<file path="config.mk">
export PLATFORM = sky130hd
export DESIGN_NAME = glyph_outline_to_path_core
export DESIGN_NICKNAME = d
export VERILOG_FILES = /design/src/hw/rtl/gotp_pkg.sv /design/src/hw/rtl/glyph_outline_to_path_core.sv
export SDC_FILE = /design/constraint.sdc
export NUM_CORES = 1
export LEC_CHECK = 0
export BUFFER_PORTS_ARGS = -buffer_cell sky130_fd_sc_hd__buf_2
export CAP_MARGIN = 20
export CORE_UTILIZATION = 55
export CTS_BUF_LIST = sky130_fd_sc_hd__clkbuf_16
export CTS_CLUSTER_DIAMETER = 40
export DETAILED_ROUTE_END_ITERATION = 8
export PLACE_DENSITY = 0.74
export SKIP_LAST_GASP = 1
export SYNTH_ARGS = -nofsm -noshare
export SYNTH_HDL_FRONTEND = slang
export SYNTH_SLANG_ARGS = --single-unit
</file>
<file path="constraint.sdc">
create_clock -name aclk -period 19 [get_ports aclk]
set_clock_uncertainty 0.2 [all_clocks]
set_input_delay 3.8 -clock aclk [delete_from_list [all_inputs] [get_ports aclk]]
set_output_delay 3.8 -clock aclk [all_outputs]
set_load 0.03 [all_outputs]
</file>
<file path="src/hw/rtl/gotp_pkg.sv">
`timescale 1ns / 1ps
// ----------------------------------------------------------------------------
// gotp_pkg
// Shared constants, types and arithmetic helpers for the glyph outline decoder.
// ----------------------------------------------------------------------------
package gotp_pkg;

    // Largest polygon byte count accepted in a polygon header
    localparam int unsigned MAX_GLYPH_BYTES = 65536;
    localparam int unsigned MIN_POLY_BYTES  = 16;
    // Width of the remaining-byte counter of one polygon
    localparam int unsigned PBL_W = $clog2(MAX_GLYPH_BYTES + 1);

    localparam int unsigned COORD_W  = 32;
    localparam int unsigned WORD_W   = 32;
    localparam int unsigned CMD_W    = 3;
    localparam int unsigned NPOINT_W = 16;
    localparam int unsigned MAX_RES  = 3;
    localparam int unsigned RES_CNT_W = $clog2(MAX_RES + 1);

    // Result payload: cmd, x, y, x2, y2 packed from bit 0, padded to bytes
    localparam int unsigned M_PAYLOAD_W = CMD_W + 4 * COORD_W;
    localparam int unsigned M_TDATA_W   = ((M_PAYLOAD_W + 7) / 8) * 8;
    localparam int unsigned S_TDATA_W   = WORD_W;

    typedef logic [CMD_W-1:0]   cmd_t;
    typedef logic [COORD_W-1:0] coord_t;

    // Path command codes
    localparam cmd_t CMD_CLOSE = 3'd0;
    localparam cmd_t CMD_MOVE  = 3'd1;
    localparam cmd_t CMD_LINE  = 3'd2;
    localparam cmd_t CMD_CURVE = 3'd3;
    localparam cmd_t CMD_BAD   = 3'd4;

    // Curve record types
    localparam logic [15:0] CURVE_LINE = 16'd1;
    localparam logic [15:0] CURVE_QUAD = 16'd2;

    // Optional y negation, saturating the most negative value
    function automatic coord_t out_y(input coord_t v, input logic flip);
        coord_t r;
        r = v;
        if (flip) begin
            if (v == {1'b1, {(COORD_W-1){1'b0}}}) begin
                r = {1'b0, {(COORD_W-1){1'b1}}};
            end else begin
                r = ~v + coord_t'(1);
            end
        end
        return r;
    endfunction

    // Signed mean of two coordinates, truncated toward zero
    function automatic coord_t mid_point(input coord_t a, input coord_t b);
        logic signed [COORD_W:0] sum;
        logic signed [COORD_W:0] half;
        sum  = $signed({a[COORD_W-1], a}) + $signed({b[COORD_W-1], b});
        half = sum >>> 1;
        // Odd negative sum: step the floored half back up toward zero
        if (sum[COORD_W] && sum[0]) begin
            half = half + $signed({{COORD_W{1'b0}}, 1'b1});
        end
        return half[COORD_W-1:0];
    endfunction

endpackage

</file>
<file path="src/hw/rtl/glyph_outline_to_path_core.sv">
`timescale 1ns / 1ps
// ----------------------------------------------------------------------------
// glyph_outline_to_path_core
// Decodes a native glyph outline word stream into close, move, line, quadratic
// curve and malformed path commands, with optional saturating y negation.
// ----------------------------------------------------------------------------
//  channel   dir  tdata                          tlast        tuser
//  s_        in   word[31:0]                     last_word    -
//  m_        out  cmd, x, y, x2, y2 (136 bits)   end_of_run   -
//  cfg_wr_   in   flip_y (1 bit), no handshake   -            -
//
// One word is taken per cycle while s_tready is high; it is decoded in the
// cycle it is accepted and its zero to three commands are held in a small
// result bank, shifted out one per cycle while m_tready is high. The next word
// enters as the last leaves: one word per cycle while each gives at most one.
// Reset is synchronous; it clears the parser and the bank and sets flip_y.
// The input is ready whenever the bank is empty or its last entry leaves now.
// ----------------------------------------------------------------------------
module glyph_outline_to_path_core (
    input  logic                          aclk,
    input  logic                          aresetn,
    // Configuration: flip_y
    input  logic                          cfg_wr_en,
    input  logic                          cfg_wr_data,
    // Input stream, tdata: word[31:0]
    input  logic                          s_tvalid,
    output logic                          s_tready,
    input  logic [gotp_pkg::S_TDATA_W-1:0] s_tdata,
    input  logic                          s_tlast,
    // Result stream, tdata: cmd[2:0], x[34:3], y[66:35], x2[98:67], y2[130:99]
    output logic                          m_tvalid,
    input  logic                          m_tready,
    output logic [gotp_pkg::M_TDATA_W-1:0] m_tdata,
    output logic                          m_tlast
);
    import gotp_pkg::*;

    // Parser phases
    localparam logic [2:0] PH_CB   = 3'd0;
    localparam logic [2:0] PH_TYPE = 3'd1;
    localparam logic [2:0] PH_SX   = 3'd2;
    localparam logic [2:0] PH_SY   = 3'd3;
    localparam logic [2:0] PH_CHDR = 3'd4;
    localparam logic [2:0] PH_PX   = 3'd5;
    localparam logic [2:0] PH_PY   = 3'd6;

    logic                 flip_y_reg;
    logic [2:0]           phase_reg, phase_next;
    logic [PBL_W-1:0]     pbl_reg, pbl_next;
    logic                 is_line_reg, is_line_next;
    logic                 is_quad_reg, is_quad_next;
    logic [NPOINT_W-1:0]  left_reg, left_next;
    logic                 first_reg, first_next;
    coord_t               prev_x_reg, prev_x_next;
    coord_t               prev_y_reg, prev_y_next;
    coord_t               held_x_reg, held_x_next;
    logic                 err_reg, err_next;

    // Result bank
    cmd_t                 slot_reg  [MAX_RES];
    cmd_t                 slot_next [MAX_RES];
    logic [RES_CNT_W-1:0] rem_reg, rem_next;
    coord_t               px_reg, py_reg, px2_reg, py2_reg;

    logic                 s_fire, m_fire;
    logic [WORD_W-1:0]    w;
    logic [PBL_W-1:0]     pbl_used;
    logic                 bytes_out;
    logic                 cb_bad;
    logic                 pre_close, main_v, post_close;
    cmd_t                 main_cmd;
    coord_t               ysrc, y2src, mid_x, mid_y;
    coord_t               res_x, res_y, res_x2, res_y2;
    logic [RES_CNT_W-1:0] cnt;
    logic                 pay_on;

    assign w        = s_tdata[WORD_W-1:0];
    assign s_tready = (rem_reg == '0) || ((rem_reg == RES_CNT_W'(1)) && m_tready);
    assign s_fire   = s_tvalid && s_tready;
    assign m_fire   = m_tvalid && m_tready;

    // Consume one word of the current polygon
    assign pbl_used  = (pbl_reg > PBL_W'(4)) ? pbl_reg - PBL_W'(4) : '0;
    assign bytes_out = (pbl_used == '0);
    assign cb_bad    = (w < WORD_W'(MIN_POLY_BYTES)) || (w > WORD_W'(MAX_GLYPH_BYTES));

    // Coordinates for the one payload-bearing command of a word
    assign mid_x = mid_point(prev_x_reg, held_x_reg);
    assign mid_y = mid_point(prev_y_reg, w);
    assign ysrc  = (phase_reg == PH_PY && is_quad_reg) ? prev_y_reg : w;
    assign y2src = (left_reg > NPOINT_W'(1)) ? mid_y : w;

    // Decode one word: parser update and command list
    always_comb begin
        phase_next   = phase_reg;
        pbl_next     = pbl_reg;
        is_line_next = is_line_reg;
        is_quad_next = is_quad_reg;
        left_next    = left_reg;
        first_next   = first_reg;
        prev_x_next  = prev_x_reg;
        prev_y_next  = prev_y_reg;
        held_x_next  = held_x_reg;
        err_next     = err_reg;
        pre_close    = 1'b0;
        main_v       = 1'b0;
        main_cmd     = CMD_CLOSE;
        res_x        = held_x_reg;
        res_y        = out_y(ysrc, flip_y_reg);
        res_x2       = '0;
        res_y2       = '0;
        if (!err_reg) begin
            unique case (phase_reg)
                PH_CB: begin
                    if (cb_bad) begin
                        main_v   = 1'b1;
                        main_cmd = CMD_BAD;
                        err_next = 1'b1;
                    end else begin
                        pbl_next   = w[PBL_W-1:0] - PBL_W'(4);
                        phase_next = PH_TYPE;
                    end
                end
                PH_TYPE: begin
                    pbl_next   = pbl_used;
                    phase_next = PH_SX;
                end
                PH_SX: begin
                    pbl_next    = pbl_used;
                    held_x_next = w;
                    phase_next  = PH_SY;
                end
                PH_SY: begin
                    pbl_next   = pbl_used;
                    pre_close  = 1'b1;
                    main_v     = 1'b1;
                    main_cmd   = CMD_MOVE;
                    phase_next = bytes_out ? PH_CB : PH_CHDR;
                end
                PH_CHDR: begin
                    pbl_next     = pbl_used;
                    is_line_next = (w[15:0] == CURVE_LINE);
                    is_quad_next = (w[15:0] == CURVE_QUAD);
                    left_next    = w[31:16];
                    first_next   = 1'b1;
                    if (bytes_out) begin
                        phase_next = PH_CB;
                    end else begin
                        phase_next = (w[31:16] != '0) ? PH_PX : PH_CHDR;
                    end
                end
                PH_PX: begin
                    pbl_next    = pbl_used;
                    held_x_next = w;
                    phase_next  = bytes_out ? PH_CB : PH_PY;
                end
                PH_PY: begin
                    pbl_next = pbl_used;
                    if (is_line_reg) begin
                        main_v   = 1'b1;
                        main_cmd = CMD_LINE;
                    end else if (is_quad_reg && !first_reg) begin
                        main_v   = 1'b1;
                        main_cmd = CMD_CURVE;
                        res_x    = prev_x_reg;
                        res_x2   = (left_reg > NPOINT_W'(1)) ? mid_x : held_x_reg;
                        res_y2   = out_y(y2src, flip_y_reg);
                    end
                    prev_x_next = held_x_reg;
                    prev_y_next = w;
                    first_next  = 1'b0;
                    left_next   = (left_reg != '0) ? left_reg - NPOINT_W'(1) : '0;
                    if (bytes_out) begin
                        phase_next = PH_CB;
                    end else begin
                        phase_next = (left_next != '0) ? PH_PX : PH_CHDR;
                    end
                end
                default: begin
                    phase_next = PH_CB;
                end
            endcase
        end
        // Final word: close and restart at a polygon header
        post_close = s_tlast;
        if (s_tlast) begin
            phase_next = PH_CB;
            pbl_next   = '0;
            left_next  = '0;
            err_next   = 1'b0;
        end
    end

    // Pack the command list of the word
    always_comb begin
        for (int i = 0; i < MAX_RES; i++) begin
            slot_next[i] = CMD_CLOSE;
        end
        cnt = '0;
        if (pre_close) begin
            slot_next[cnt[1:0]] = CMD_CLOSE;
            cnt = cnt + RES_CNT_W'(1);
        end
        if (main_v) begin
            slot_next[cnt[1:0]] = main_cmd;
            cnt = cnt + RES_CNT_W'(1);
        end
        if (post_close) begin
            slot_next[cnt[1:0]] = CMD_CLOSE;
            cnt = cnt + RES_CNT_W'(1);
        end
    end

    // Remaining-result count: load on a new transaction, drain on delivery
    always_comb begin
        rem_next = rem_reg;
        if (s_fire) begin
            rem_next = cnt;
        end else if (m_fire) begin
            rem_next = rem_reg - RES_CNT_W'(1);
        end
    end

    // Control state
    always_ff @(posedge aclk) begin
        if (!aresetn) begin
            flip_y_reg  <= 1'b1;
            phase_reg   <= PH_CB;
            pbl_reg     <= '0;
            is_line_reg <= 1'b0;
            is_quad_reg <= 1'b0;
            left_reg    <= '0;
            first_reg   <= 1'b0;
            prev_x_reg  <= '0;
            prev_y_reg  <= '0;
            held_x_reg  <= '0;
            err_reg     <= 1'b0;
            rem_reg     <= '0;
        end else begin
            if (cfg_wr_en) begin
                flip_y_reg <= cfg_wr_data;
            end
            if (s_fire) begin
                phase_reg   <= phase_next;
                pbl_reg     <= pbl_next;
                is_line_reg <= is_line_next;
                is_quad_reg <= is_quad_next;
                left_reg    <= left_next;
                first_reg   <= first_next;
                prev_x_reg  <= prev_x_next;
                prev_y_reg  <= prev_y_next;
                held_x_reg  <= held_x_next;
                err_reg     <= err_next;
            end
            rem_reg <= rem_next;
        end
    end

    // Result bank payload: load on accept, shift commands on delivery
    always_ff @(posedge aclk) begin
        if (s_fire) begin
            slot_reg <= slot_next;
            px_reg   <= res_x;
            py_reg   <= res_y;
            px2_reg  <= res_x2;
            py2_reg  <= res_y2;
        end else if (m_fire) begin
            slot_reg[0] <= slot_reg[1];
            slot_reg[1] <= slot_reg[2];
        end
    end

    // Drive the result channel; close and malformed carry zero coordinates
    assign pay_on   = (slot_reg[0] == CMD_MOVE) || (slot_reg[0] == CMD_LINE)
                   || (slot_reg[0] == CMD_CURVE);
    assign m_tvalid = (rem_reg != '0);
    assign m_tlast  = (rem_reg == RES_CNT_W'(1));
    assign m_tdata  = {{(M_TDATA_W - M_PAYLOAD_W){1'b0}},
                       (slot_reg[0] == CMD_CURVE) ? py2_reg : coord_t'(0),
                       (slot_reg[0] == CMD_CURVE) ? px2_reg : coord_t'(0),
                       pay_on ? py_reg : coord_t'(0),
                       pay_on ? px_reg : coord_t'(0),
                       slot_reg[0]};

    // A malformed header parks the parser at the header phase
    a_err_phase: assert property (@(posedge aclk) disable iff (!aresetn)
        err_reg |-> phase_reg == PH_CB)
        else $error("error flag set outside header phase");

    // No bytes are outstanding while waiting for a polygon header
    a_cb_empty: assert property (@(posedge aclk) disable iff (!aresetn)
        phase_reg == PH_CB |-> pbl_reg == '0)
        else $error("byte count left over at polygon header");

    // Point phases are entered only with points still to read
    a_points: assert property (@(posedge aclk) disable iff (!aresetn)
        (phase_reg == PH_PX || phase_reg == PH_PY) |-> left_reg != '0)
        else $error("point phase with no points left");

    // Commands of one word are delivered without a gap
    a_run_cont: assert property (@(posedge aclk) disable iff (!aresetn)
        (m_tvalid && m_tready && !m_tlast) |=> m_tvalid)
        else $error("result run broken before its last command");

endmodule
</file>
==> flow_summary.toml <==
[finish]
num-nets-final = 2812
n_antenna_cell = 0
finish.utilization_pct = 63.6
syn_to_final_growth_pct = 13.1
nFillCells = 3212
layout-drive-gt1-share_pct = 12.2

[synth]
synth.cells.most_frequent = "nand2_1 (513), and2_1 (149), nor2_1 (149)"
synth_edf_count = 134
synth_flop_cell = "dfxtp_1"
ys_seq_elements = 273
synth.distinct_cells = 96
synthTopCellsByArea = "edfxtp_1 (19%), dfxtp_1 (13%), nand2_1 (9.3%), xnor2_1 (5.2%), ha_1 (4.7%)"
ys_warn_count = 0
ys_async_sr_fraction_pct = 0
syn_avg_cell_area_um2 = 7.94
synth_most_common_cell = "nand2_1"
seq_area_frac_synth_pct = 32.9
syn_area_mm2 = 0.0207
synth_top_area_cell = "edfxtp_1"
post_synth_inst_count = 2605
synth_top_area_share_pct = 19.5

[timing]
worst_pin_slew_ns = 1.06
min_period_over_period_pct = 49.6
max_freq_mhz = 106
layout_min_cycle_time_ns = 9.43
slew_headroom_pct = 29.4
hold_viol = 0
slew_viol_final = 0
rsz0062_at_grt = "false"
tns_ns = 0
setup_viol = 0

[die]
boundaryPins = 178
dieWidth_um = 196
fp.dieH_um = 196
coreArea_mm2 = 0.0368
start_util_pct = 56.2
num_rows = 70
die_area_mm2 = 0.0384

[placed_design]
dp_hpwl_mm = 47.1
place_congestion = 0.961
port-buffer-count = 172

[hold_path]
min_from = "first_reg$_SDFFE_PN0P_"
hp-class = "reg -> reg"

[global_route]
grt_overflow = 0
grt_pass1_vias = 18298
grt_pass1_wl_mm = 102
antenna_found_initial = 0
track_usage_pct = 33.6
grt_max_degree = 130

[clock_tree]
root_buffer = "clkbuf_16"
cts_sinks = 273
clk_pin_slew_ns = 0.06
insertion_delay_ns = 0.58
cts.path.max_buffers = 3
cts-buffers-inserted = 45
cts_resized = 0
cts_tree = "yes"
htree_levels = 2
hold_buffers = 0
post-cts-setup-buffers = 0

[route]
ant_nets = 0
vias = 19754
drc = 0
drtIter0Drc = 1797
wl_mm = 65.3
avgViaCountPerCell = 6.18
avgRoutedWirePerCell_um = 20.4
dr.pass1.iters = 6

[worst_setup_path]
critPathCapture = "py2_reg[31]$_SDFFCE_PP0P_"
critPathArrivalTime_ns = 9.55
critPathCaptureType = "flop"
cp_data_required_time_ns = 19.13
r2r_slack_ns = 12.63
rr_worst_depth = 17
rr_endpoint = "py2_reg[31]$_SDFFCE_PP0P_"
start_kind = "input port"
path_class = "in -> reg"
cp_max_fo = 32
critPathLaunch = "s_tdata[1]"
timing.rr.start = "prev_y_reg[0]$_SDFFE_PN0P_"

[power_and_ir_drop]
leakage_nw = 9.30
power_density_mw_per_mm2 = 81.6
ir_drop_v = 0.0000733

[run]
maxCapViolations = 0

[status]
outcome = "completed"
[stage by stage]
| step | power, mW | std cells | instance area (µm²) | worst slack [ns] | hold WS (ns) |
|---|---|---|---|---|---|
| finish | 1.91 | 3198 | 23400 | 9.57 | 0.265 |
| global route | 1.97 | 3198 | 23400 | 9.22 | 0.289 |
| CTS | 1.91 | 3193 | 23300 | 9.77 | 0.265 |
| detailed placement | 1.07 | 3109 | 21700 | 9.16 | 0.257 |
| global placement | 1.06 | 3107 | 21700 | 9.10 | 0.252 |
| floorplan | 0.962 | 2611 | 20700 | 10.22 | 0.238 |
[power by group]
part	internal, mW	switching, mW
Combinational	0.104	0.261
Clock	0.513	0.331
Sequential	0.683	0.0164
Total	1.30	0.608
[per-layer routing]
layer / track usage [%] / share of wire [%] / vias to the layer above / wire (µm)
met5: 0 / 0 / - / 0
met4: 13.2 / 3.9 / 0 / 2560
met3: 5.35 / 8.3 / 148 / 5400
met2: 53.3 / 44 / 912 / 29000
met1: 45.7 / 43 / 9294 / 28300
li1: - / - / 9400 / -
[logic make-up after synthesis]
logic type	Yosys count	synth area share [%]
AO/OA/AOI/OAI	639	20.8
other	1	0.0181
AND/OR/NAND/NOR	1168	27.2
multiplexers	43	2.17
adder cells (fa/ha/maj)	80	4.91
XOR/XNOR	183	7.79
flip-flops	273	32.9
buffers and inverters	218	4.18
[worst min path at each step]
stage                             end  slack (ns)  cells past startpoint
2_1_floorplan  first_reg$_SDFFE_PN0P_        0.24                      2
3_3_place_gp   first_reg$_SDFFE_PN0P_        0.25                      2
3_5_place_dp   first_reg$_SDFFE_PN0P_        0.26                      2
4_1_cts        first_reg$_SDFFE_PN0P_        0.27                      2
5_1_grt        first_reg$_SDFFE_PN0P_        0.29                      2
6_report       first_reg$_SDFFE_PN0P_        0.27                      2
[cells in the final DEF, fill, tap and decap left out, types with 107 or more instances in the layout]
cell        n
nand2_1   512
buf_2     172
and2_1    149
nor2_1    146
a21oi_1   139
dfxtp_1   139
edfxtp_1  134
o21ai_0   123
xnor2_1   122
a21boi_0  107
[worst max-delay path, cell delays in order]
cell and delay [ns]:
buf_2 0.28, inv_1 0.23, fa_1 0.48, nand2b_1 0.21, a21oi_1 0.20, xnor2_1 0.29, nor4_1 0.53, nand4_1 0.34
nor4_2 0.41, a21oi_1 0.16, o31ai_2 0.55, nand3_1 0.14, nor3_1 0.43, nand4_1 0.14, or3_1 0.78, and4_1 0.39
o21a_1 0.18
[layout make-up]
class	instances	area, µm²	share of cell area (%)
multi-input combinational	2120	13100	55.9
clock inverter	36	372	1.59
timing repair buffer	197	1140	4.89
inverter	56	213	0.909
sequential	273	6810	29.1
tap	468	586	2.50
clock buffer	48	1200	5.13
No activity file was read; power rests on OpenSTA's default activity.
